--- src/hall_pulse_velocity_estimator_core_defines.svh ---
// Assertion helpers for the RTL files of the velocity estimator.
`ifndef HALL_PULSE_VELOCITY_ESTIMATOR_CORE_DEFINES_SVH
`define HALL_PULSE_VELOCITY_ESTIMATOR_CORE_DEFINES_SVH

// Same-cycle implication, checked on every rising edge outside reset.
`define HPVE_ASSERT_IMP(lbl, ante, cons) \
  lbl: assert property (@(posedge clk) disable iff (rst) (ante) |-> (cons)) \
    else $error("hpve assertion failed");

// Next-cycle implication, checked on every rising edge outside reset.
`define HPVE_ASSERT_NXT(lbl, ante, cons) \
  lbl: assert property (@(posedge clk) disable iff (rst) (ante) |=> (cons)) \
    else $error("hpve assertion failed");

`endif

--- src/hpve_pkg.sv ---
package hpve_pkg;

  localparam int DATA_W    = 16;
  localparam int NUM_W     = 32;
  localparam int CFG_IDX_W = 3;
  localparam int HIST_LEN  = 4;
  localparam int AVG_SHIFT = 2;
  localparam int DIV_STEPS = NUM_W;
  localparam int CNT_W     = $clog2(DIV_STEPS);

  localparam int WINDOW_LEN_DEF = 4;

  localparam logic [CFG_IDX_W-1:0] CFG_PW_MAX  = 3'd0;
  localparam logic [CFG_IDX_W-1:0] CFG_PW_MIN  = 3'd1;
  localparam logic [CFG_IDX_W-1:0] CFG_NUMER   = 3'd2;
  localparam logic [CFG_IDX_W-1:0] CFG_VEL_MAX = 3'd3;
  localparam logic [CFG_IDX_W-1:0] CFG_VEL_MIN = 3'd4;

  localparam logic [DATA_W-1:0] PW_MAX_RST  = 16'hFFFF;
  localparam logic [DATA_W-1:0] PW_MIN_RST  = 16'd1;
  localparam logic [NUM_W-1:0]  NUMER_RST   = 32'd1000000;
  localparam logic [DATA_W-1:0] VEL_MAX_RST = 16'hFFFF;
  localparam logic [DATA_W-1:0] VEL_MIN_RST = 16'd0;

  typedef enum logic [4:0] {
    ST_IDLE   = 5'b00001,
    ST_SUM    = 5'b00010,
    ST_CLAMP  = 5'b00100,
    ST_DIV    = 5'b01000,
    ST_FINISH = 5'b10000
  } state_t;

  typedef struct packed {
    logic accept;
    logic refill;
    logic sum_step;
    logic clamp;
    logic div_step;
    logic finish_meas;
    logic finish_reset;
  } cmd_t;

endpackage

--- src/hpve_ctrl.sv ---
`include "hall_pulse_velocity_estimator_core_defines.svh"

module hpve_ctrl #(
  parameter int WINDOW_LEN = hpve_pkg::WINDOW_LEN_DEF
) (
  input  logic          clk,
  input  logic          rst,
  input  logic          in_valid,
  output logic          in_stall,
  input  logic          req_type,
  output logic          out_valid,
  input  logic          out_stall,
  output hpve_pkg::cmd_t cmd
);
  import hpve_pkg::*;

  localparam logic [CNT_W-1:0] SUM_LAST = CNT_W'(WINDOW_LEN - 2);
  localparam logic [CNT_W-1:0] DIV_LAST = CNT_W'(DIV_STEPS - 1);

  state_t           state, state_next;
  logic [CNT_W-1:0] count;
  logic             is_reset;
  logic             accept;
  logic             out_free;
  logic             finish;

  assign in_stall = (state != ST_IDLE);
  assign accept   = in_valid && !in_stall;
  // The output register can take a new result when empty or being drained.
  assign out_free = !out_valid || !out_stall;
  assign finish   = (state == ST_FINISH) && out_free;

  always_comb begin
    state_next = state;
    unique case (state)
      ST_IDLE:   if (accept) state_next = req_type ? ST_FINISH : ST_SUM;
      ST_SUM:    if (count == SUM_LAST) state_next = ST_CLAMP;
      ST_CLAMP:  state_next = ST_DIV;
      ST_DIV:    if (count == DIV_LAST) state_next = ST_FINISH;
      ST_FINISH: if (out_free) state_next = ST_IDLE;
      default:   state_next = ST_IDLE;
    endcase
  end

  always_comb begin
    cmd              = '0;
    cmd.accept       = accept;
    cmd.refill       = accept && req_type;
    cmd.sum_step     = (state == ST_SUM);
    cmd.clamp        = (state == ST_CLAMP);
    cmd.div_step     = (state == ST_DIV);
    cmd.finish_meas  = finish && !is_reset;
    cmd.finish_reset = finish && is_reset;
  end

  always_ff @(posedge clk) begin
    if (rst) begin
      state     <= ST_IDLE;
      count     <= '0;
      is_reset  <= 1'b0;
      out_valid <= 1'b0;
    end else begin
      state <= state_next;
      if (accept) begin
        is_reset <= req_type;
      end
      if ((state == ST_SUM && count != SUM_LAST) || (state == ST_DIV && count != DIV_LAST)) begin
        count <= count + 1'b1;
      end else begin
        count <= '0;
      end
      if (finish) begin
        out_valid <= 1'b1;
      end else if (!out_stall) begin
        out_valid <= 1'b0;
      end
    end
  end

  `HPVE_ASSERT_NXT(a_meas_goes_to_sum, accept && !req_type, state == ST_SUM)
  `HPVE_ASSERT_NXT(a_finish_sets_valid, finish, out_valid)
  `HPVE_ASSERT_NXT(a_div_runs_full, state == ST_DIV && count != DIV_LAST, state == ST_DIV)
  `HPVE_ASSERT_IMP(a_finish_one_kind, finish, cmd.finish_meas != cmd.finish_reset)

endmodule

--- src/hpve_dp.sv ---
module hpve_dp #(
  parameter int WINDOW_LEN = hpve_pkg::WINDOW_LEN_DEF
) (
  input  logic                             clk,
  input  logic                             rst,
  input  hpve_pkg::cmd_t                   cmd,
  input  logic                             cfg_valid,
  input  logic [hpve_pkg::CFG_IDX_W-1:0]   cfg_index,
  input  logic [hpve_pkg::NUM_W-1:0]       cfg_data,
  input  logic [hpve_pkg::DATA_W-1:0]      pulse_width,
  output logic [hpve_pkg::DATA_W-1:0]      velocity,
  output logic [hpve_pkg::DATA_W-1:0]      avg_pulse_width,
  output logic [hpve_pkg::DATA_W-1:0]      velocity_prev1,
  output logic [hpve_pkg::DATA_W-1:0]      velocity_prev2,
  output logic [hpve_pkg::DATA_W-1:0]      velocity_prev3
);
  import hpve_pkg::*;

  localparam int WIN_N = WINDOW_LEN - 1;
  localparam int SUM_W = DATA_W + $clog2(WINDOW_LEN);

  logic [DATA_W-1:0] pw_max, pw_min, vel_max, vel_min;
  logic [NUM_W-1:0]  numer;

  logic [DATA_W-1:0] window [WIN_N];
  logic [DATA_W-1:0] pw_reg;
  logic [SUM_W-1:0]  sum;
  logic [DATA_W-1:0] avg;
  logic [DATA_W-1:0] avg_out;
  logic [DATA_W-1:0] rem;
  logic [NUM_W-1:0]  quo;
  logic [DATA_W-1:0] hist [HIST_LEN];

  logic [SUM_W-1:0]  avg_raw;
  logic [DATA_W-1:0] avg_clamp;
  logic [DATA_W:0]   trial;
  logic [DATA_W:0]   diff;
  logic [DATA_W-1:0] quo_sat;
  logic [DATA_W-1:0] vel_new;

  // Configuration registers; writes to indexes beyond the list are dropped.
  always_ff @(posedge clk) begin
    if (rst) begin
      pw_max  <= PW_MAX_RST;
      pw_min  <= PW_MIN_RST;
      numer   <= NUMER_RST;
      vel_max <= VEL_MAX_RST;
      vel_min <= VEL_MIN_RST;
    end else if (cfg_valid) begin
      unique case (cfg_index)
        CFG_PW_MAX:  pw_max  <= cfg_data[DATA_W-1:0];
        CFG_PW_MIN:  pw_min  <= cfg_data[DATA_W-1:0];
        CFG_NUMER:   numer   <= cfg_data;
        CFG_VEL_MAX: vel_max <= cfg_data[DATA_W-1:0];
        CFG_VEL_MIN: vel_min <= cfg_data[DATA_W-1:0];
        default: ;
      endcase
    end
  end

  always_comb begin
    avg_raw   = sum >> AVG_SHIFT;
    avg_clamp = (avg_raw > SUM_W'(pw_max)) ? pw_max : avg_raw[DATA_W-1:0];
    // The lower limit is applied last so it wins when the limits cross.
    if (avg_clamp < pw_min) begin
      avg_clamp = pw_min;
    end
  end

  assign trial = {rem, quo[NUM_W-1]};
  assign diff  = trial - {1'b0, avg};

  always_comb begin
    if (avg == '0) begin
      quo_sat = '0;
    end else if (quo[NUM_W-1:DATA_W] != '0) begin
      quo_sat = '1;
    end else begin
      quo_sat = quo[DATA_W-1:0];
    end
    if (quo_sat > vel_max) begin
      vel_new = vel_max;
    end else if (quo_sat <= vel_min) begin
      vel_new = vel_min;
    end else begin
      vel_new = quo_sat;
    end
  end

  // The window is rotated once per summing step, so after all steps it is
  // back in its original order and the newest width can be shifted in.
  always_ff @(posedge clk) begin
    if (rst) begin
      for (int i = 0; i < WIN_N; i++) begin
        window[i] <= PW_MAX_RST;
      end
    end else if (cmd.refill) begin
      for (int i = 0; i < WIN_N; i++) begin
        window[i] <= pw_max;
      end
    end else if (cmd.sum_step || cmd.clamp) begin
      window[0] <= cmd.clamp ? pw_reg : window[WIN_N-1];
      for (int i = 1; i < WIN_N; i++) begin
        window[i] <= window[i-1];
      end
    end
  end

  always_ff @(posedge clk) begin
    if (cmd.accept) begin
      pw_reg <= pulse_width;
      sum    <= SUM_W'(pulse_width);
    end else if (cmd.sum_step) begin
      sum <= sum + SUM_W'(window[WIN_N-1]);
    end
    if (cmd.clamp) begin
      avg <= avg_clamp;
      rem <= '0;
      quo <= numer;
    end else if (cmd.div_step) begin
      if (!diff[DATA_W]) begin
        rem <= diff[DATA_W-1:0];
        quo <= {quo[NUM_W-2:0], 1'b1};
      end else begin
        rem <= trial[DATA_W-1:0];
        quo <= {quo[NUM_W-2:0], 1'b0};
      end
    end
    if (cmd.finish_meas) begin
      avg_out <= avg;
    end else if (cmd.finish_reset) begin
      avg_out <= pw_max;
    end
  end

  // History, oldest first; the newest entry is the reported velocity.
  always_ff @(posedge clk) begin
    if (rst || cmd.finish_reset) begin
      for (int i = 0; i < HIST_LEN; i++) begin
        hist[i] <= '0;
      end
    end else if (cmd.finish_meas) begin
      for (int i = 0; i < HIST_LEN - 1; i++) begin
        hist[i] <= hist[i+1];
      end
      hist[HIST_LEN-1] <= vel_new;
    end
  end

  assign velocity        = hist[3];
  assign velocity_prev1  = hist[2];
  assign velocity_prev2  = hist[1];
  assign velocity_prev3  = hist[0];
  assign avg_pulse_width = avg_out;

endmodule

--- src/hall_pulse_velocity_estimator_core.sv ---
// Hall pulse velocity estimator.
// Input channel (in_valid / in_stall) carries req_type and pulse_width. A
// measurement transaction averages the width with the previous WINDOW_LEN-1
// widths, clamps the average, divides speed_numerator by it and clamps the
// velocity. A reset transaction refills the window and clears the history.
// Output channel (out_valid / out_stall) returns one result per input
// transaction: velocity, avg_pulse_width and the three previous velocities.
// A measurement runs from acceptance through WINDOW_LEN-1 summing steps, one
// clamp step, the 32 steps of the radix-2 restoring divider and a final step
// that loads the result register; a reset transaction goes straight to the
// final step. One transaction is in work at a time; in_stall is high until the
// result has been loaded, so no new input is taken before the last one is
// through. A result waiting under out_stall does not hold off the next input
// transaction, but the next result waits in its final state until the output
// register frees up. Configuration (cfg_valid / cfg_ready, always ready) is to
// be written by the user only while idle; the block does not enforce this.
// Synchronous reset restores the register defaults, fills the window with the
// maximum width and clears the history and the output valid flag.
module hall_pulse_velocity_estimator_core #(
  parameter int WINDOW_LEN = hpve_pkg::WINDOW_LEN_DEF
) (
  input  logic                           clk,
  input  logic                           rst,
  input  logic                           in_valid,
  output logic                           in_stall,
  input  logic                           req_type,
  input  logic [hpve_pkg::DATA_W-1:0]    pulse_width,
  output logic                           out_valid,
  input  logic                           out_stall,
  output logic [hpve_pkg::DATA_W-1:0]    velocity,
  output logic [hpve_pkg::DATA_W-1:0]    avg_pulse_width,
  output logic [hpve_pkg::DATA_W-1:0]    velocity_prev1,
  output logic [hpve_pkg::DATA_W-1:0]    velocity_prev2,
  output logic [hpve_pkg::DATA_W-1:0]    velocity_prev3,
  input  logic                           cfg_valid,
  output logic                           cfg_ready,
  input  logic [hpve_pkg::CFG_IDX_W-1:0] cfg_index,
  input  logic [hpve_pkg::NUM_W-1:0]     cfg_data
);
  import hpve_pkg::*;

  cmd_t cmd;

  assign cfg_ready = 1'b1;

  hpve_ctrl #(
    .WINDOW_LEN(WINDOW_LEN)
  ) u_ctrl (
    .clk      (clk),
    .rst      (rst),
    .in_valid (in_valid),
    .in_stall (in_stall),
    .req_type (req_type),
    .out_valid(out_valid),
    .out_stall(out_stall),
    .cmd      (cmd)
  );

  hpve_dp #(
    .WINDOW_LEN(WINDOW_LEN)
  ) u_dp (
    .clk            (clk),
    .rst            (rst),
    .cmd            (cmd),
    .cfg_valid      (cfg_valid && cfg_ready),
    .cfg_index      (cfg_index),
    .cfg_data       (cfg_data),
    .pulse_width    (pulse_width),
    .velocity       (velocity),
    .avg_pulse_width(avg_pulse_width),
    .velocity_prev1 (velocity_prev1),
    .velocity_prev2 (velocity_prev2),
    .velocity_prev3 (velocity_prev3)
  );

endmodule
--- config.mk ---
export PLATFORM = sky130hd
export DESIGN_NAME = hall_pulse_velocity_estimator_core
export DESIGN_NICKNAME = d
export VERILOG_FILES = /design/src/hpve_pkg.sv /design/src/hpve_ctrl.sv /design/src/hpve_dp.sv /design/src/hall_pulse_velocity_estimator_core.sv
export VERILOG_INCLUDE_DIRS = /design/src /design/src/src
export SDC_FILE = /design/constraint.sdc
export NUM_CORES = 1
export LEC_CHECK = 0
export CORE_MARGIN = 8
export CORE_UTILIZATION = 25
export CTS_BUF_LIST = sky130_fd_sc_hd__clkbuf_4
export DETAILED_ROUTE_END_ITERATION = 6
export DONT_BUFFER_PORTS = 1
export PLACE_DENSITY = 0.47
export SLEW_MARGIN = 40
export SYNTH_ARGS = -nofsm -noshare
export SYNTH_HDL_FRONTEND = slang
export SYNTH_SLANG_ARGS = --single-unit
--- constraint.sdc ---
create_clock -name clk -period 4.6 [get_ports clk]
set_clock_uncertainty 0.15 [all_clocks]
set_input_delay 0.69 -clock clk [delete_from_list [all_inputs] [get_ports clk]]
set_output_delay 0.69 -clock clk [all_outputs]
set_load 0.05 [all_outputs]
==> flow_summary.ini <==
[placed_design]
dp_hpwl_um = 34700
place_congestion = 0.823
placed_area_um2 = 17800
placement.io_buffers = 0
dp.cells = 2535
post-place-ws_ps = 131

[cells_and_area]
nFillCells = 7025
largest_reg_flops = 64
area_growth_pct = 19.4
drive_gt1_share_pct = 14.2
regMostFlops = u_dp.hist
final_nets = 1993
top_regs = u_dp.hist: 64 flops, u_dp.window: 48 flops
seq_area_um2 = 8770
final_cell_area_um2 = 20000
final_cells = 2795
multiInputGateArea_um2 = 7320

[grt]
grt_first_pass_wirelength_um = 75700
grt_max_degree = 106
grt_overflow = 0
grt_use_total_pct = 12.9
first_global_vias = 12800
antenna_found_initial = 12

[sta]
max_freq_mhz = 228
fin_crit_sh_pct = 95.2
worstMarginPinSlew_ps = 752
setup_viol = 0
hold_viol = 0
period_needed_ps = 4380
slew_viol_final = 0
setup_ws_ps = 219
slew_headroom_pct = 49.7

[cts]
clock_path_buffers = 3
htreeDepth = 3
cts_buffers = 97
cts_tree = yes
clk_latency_ps = 860
clock-sinks = 334
clk_pin_slew_ps = 70
cts_root_buf = clkbuf_4

[setup_path]
crit-reg2reg-launch = u_dp.sum[14]
rr_worst_depth = 16
path_cells = ha_4, nand4_1, nor4_2, inv_1, o221ai_2, and2_4, buf_6, mux2_2, ha_1, nor2b_1, o21a_1, o31ai_1, nand3b_1, o21ai_2, buf_6, mux2_2
crit_arrival_ps = 4800
rrSetupSlack_ps = 220
cp_num_buf_inv = 3
cp_max_fo = 9
criticalPathCategory = reg2reg
crit_path_max_incr_delay_ps = 450
path_delay_family = simple AND/OR/NAND/NOR gates
end_kind = flip-flop
cp.required_ps = 5010
slowest_stage = edfxtp_1
reg2reg_to = u_dp.avg[0]
start_kind = flip-flop

[logic_synthesis]
synth_flop_cell = edfxtp_1
synth_seq_cells = 334
async_flop_share_pct = 0
synth_common_cells = nand2_1, edfxtp_1, a21oi_1
synth_top_cell_by_area = edfxtp_1
ys_warn_count = 0
synth_area_leaders = edfxtp_1, dfxtp_1, nand2_1
ys_seq_area_share_pct = 52.3
syn_inst = 1707
avgSynthCellArea_um2 = 9.81
yosysMostFrequentCell = nand2_1
syn-cell-area_um2 = 16800
yosysTopAreaCellShare_pct = 37.3
synth-edff-count = 208
yosysUniqueCellTypes = 72
synth_fp_nets = 1864

[pwr]
powerDensity_nw_per_um2 = 375
leakage_uw = 0.00814
internal_power_uw = 5320
p_seq_share_pct = 47.1
finalPower_uw = 7490
switching_share_pct = 29.0
p_clk_share_pct = 39.4
p_sw_uw = 2170
ir_drop_v = 0.000208
combPwrFrac_pct = 13.5

[worst_hold_path]
min_path_cells = 2
min_from = rst
hold-path-endpoint = u_dp.hist[3][11]
hp-class = in2reg

[floorplan]
start_util_pct = 25.1
num_rows = 95
core_area_um2 = 66800
die_w_um = 275
ioPinCount = 140
die-area_um2 = 75500
die_h_um = 275

[routing]
viasPerCell = 4.57
vias = 12800
totalWireLength_um = 49300
wl_per_cell_um = 17.6
antenna_left = 0
drc = 0
drt-pass1-iter-count = 5
drt-initial-drc-count = 811

[run]
drv_cap = 0

[status]
outcome = finished clean
what timing repair did:
item                                    in CTS  in global routing
endpoints found under the setup margin       2                 16
hold endpoints to repair                   145                  0
resized for setup                            1                 14
pin swaps                                    0                 11
setup buffers                                0                  6
hold buffers                                69                  0
final cells by class:
type	instances	share of cell area, %
sequential	334	43.9
multi-input combinational	1169	36.6
clock buffer	150	5.63
antenna	3	0.0375
clock inverter	32	0.932
inverter	128	2.40
timing repair buffer	106	5.07
tap	873	5.46
worst max path at each step:
| stage | startpoint | endpoint | slack [ps] | cells after the start |
|---|---|---|---|---|
| floorplan | u_dp.sum[12] | u_dp.avg[10] | 210 | 18 |
| global placement | u_dp.sum[15] | u_dp.avg[11] | 90 | 17 |
| detailed placement | u_dp.sum[15] | u_dp.avg[0] | 130 | 17 |
| CTS | u_dp.sum[15] | u_dp.avg[0] | 40 | 17 |
| global route | u_dp.sum[14] | u_dp.avg[0] | -4 | 16 |
| finish | u_dp.sum[14] | u_dp.avg[0] | 220 | 16 |
power groups by stage:
stage	clock [µW]	combinational, µW	sequential (µW)
floorplan	0	682	3560
global placement	0	871	3590
detailed placement	0	886	3600
CTS	3080	985	3530
global route	3250	1130	3540
finish	2950	1010	3530
per-layer routing:
layer	up-vias	GRT usage [%]	share of wire, %
met3	97	3.42	6.1
li1	6302	-	-
met4	2	5.60	3.2
met5	-	0	0.016
met2	303	19.8	43
met1	6060	17.0	47
placed cells by master (no fill, tap or decap), types with 31 or more instances in the layout:
cell type / n
nand2_1: 359
edfxtp_1: 208
clkbuf_4: 150
a21oi_1: 141
inv_1: 126
dfxtp_1: 124
ha_1: 94
nor2_1: 84
dlygate4sd3_1: 68
o21ai_0: 58
and2_1: 54
mux2_2: 34
o21a_1: 34
buf_4: 32
nand3b_1: 31
mux2i_1: 31
kinds of logic after synthesis:
| kind of cell | Yosys count | synth area share, % |
|---|---|---|
| flip-flops | 334 | 52.3 |
| AND/OR/NAND/NOR | 637 | 17.3 |
| buffers and inverters | 204 | 4.74 |
| AO/OA/AOI/OAI | 349 | 13.0 |
| multiplexers | 66 | 4.20 |
| other | 1 | 0.0224 |
| XOR/XNOR | 16 | 0.837 |
| adder cells (fa/ha/maj) | 100 | 7.56 |
through the flow:
| step | hold slack [ps] | utilization, % | setup TNS [ps] |
|---|---|---|---|
| after floorplan | 280 | - | 0 |
| after global placement | 289 | 26.6 | 0 |
| after detailed placement | 294 | 26.7 | 0 |
| after CTS | 33.5 | 29.7 | 0 |
| after global routing | 44.4 | 29.9 | -8.26 |
| final | 129 | 29.9 | 0 |
Note: power is estimated with default switching activity, not from simulation.
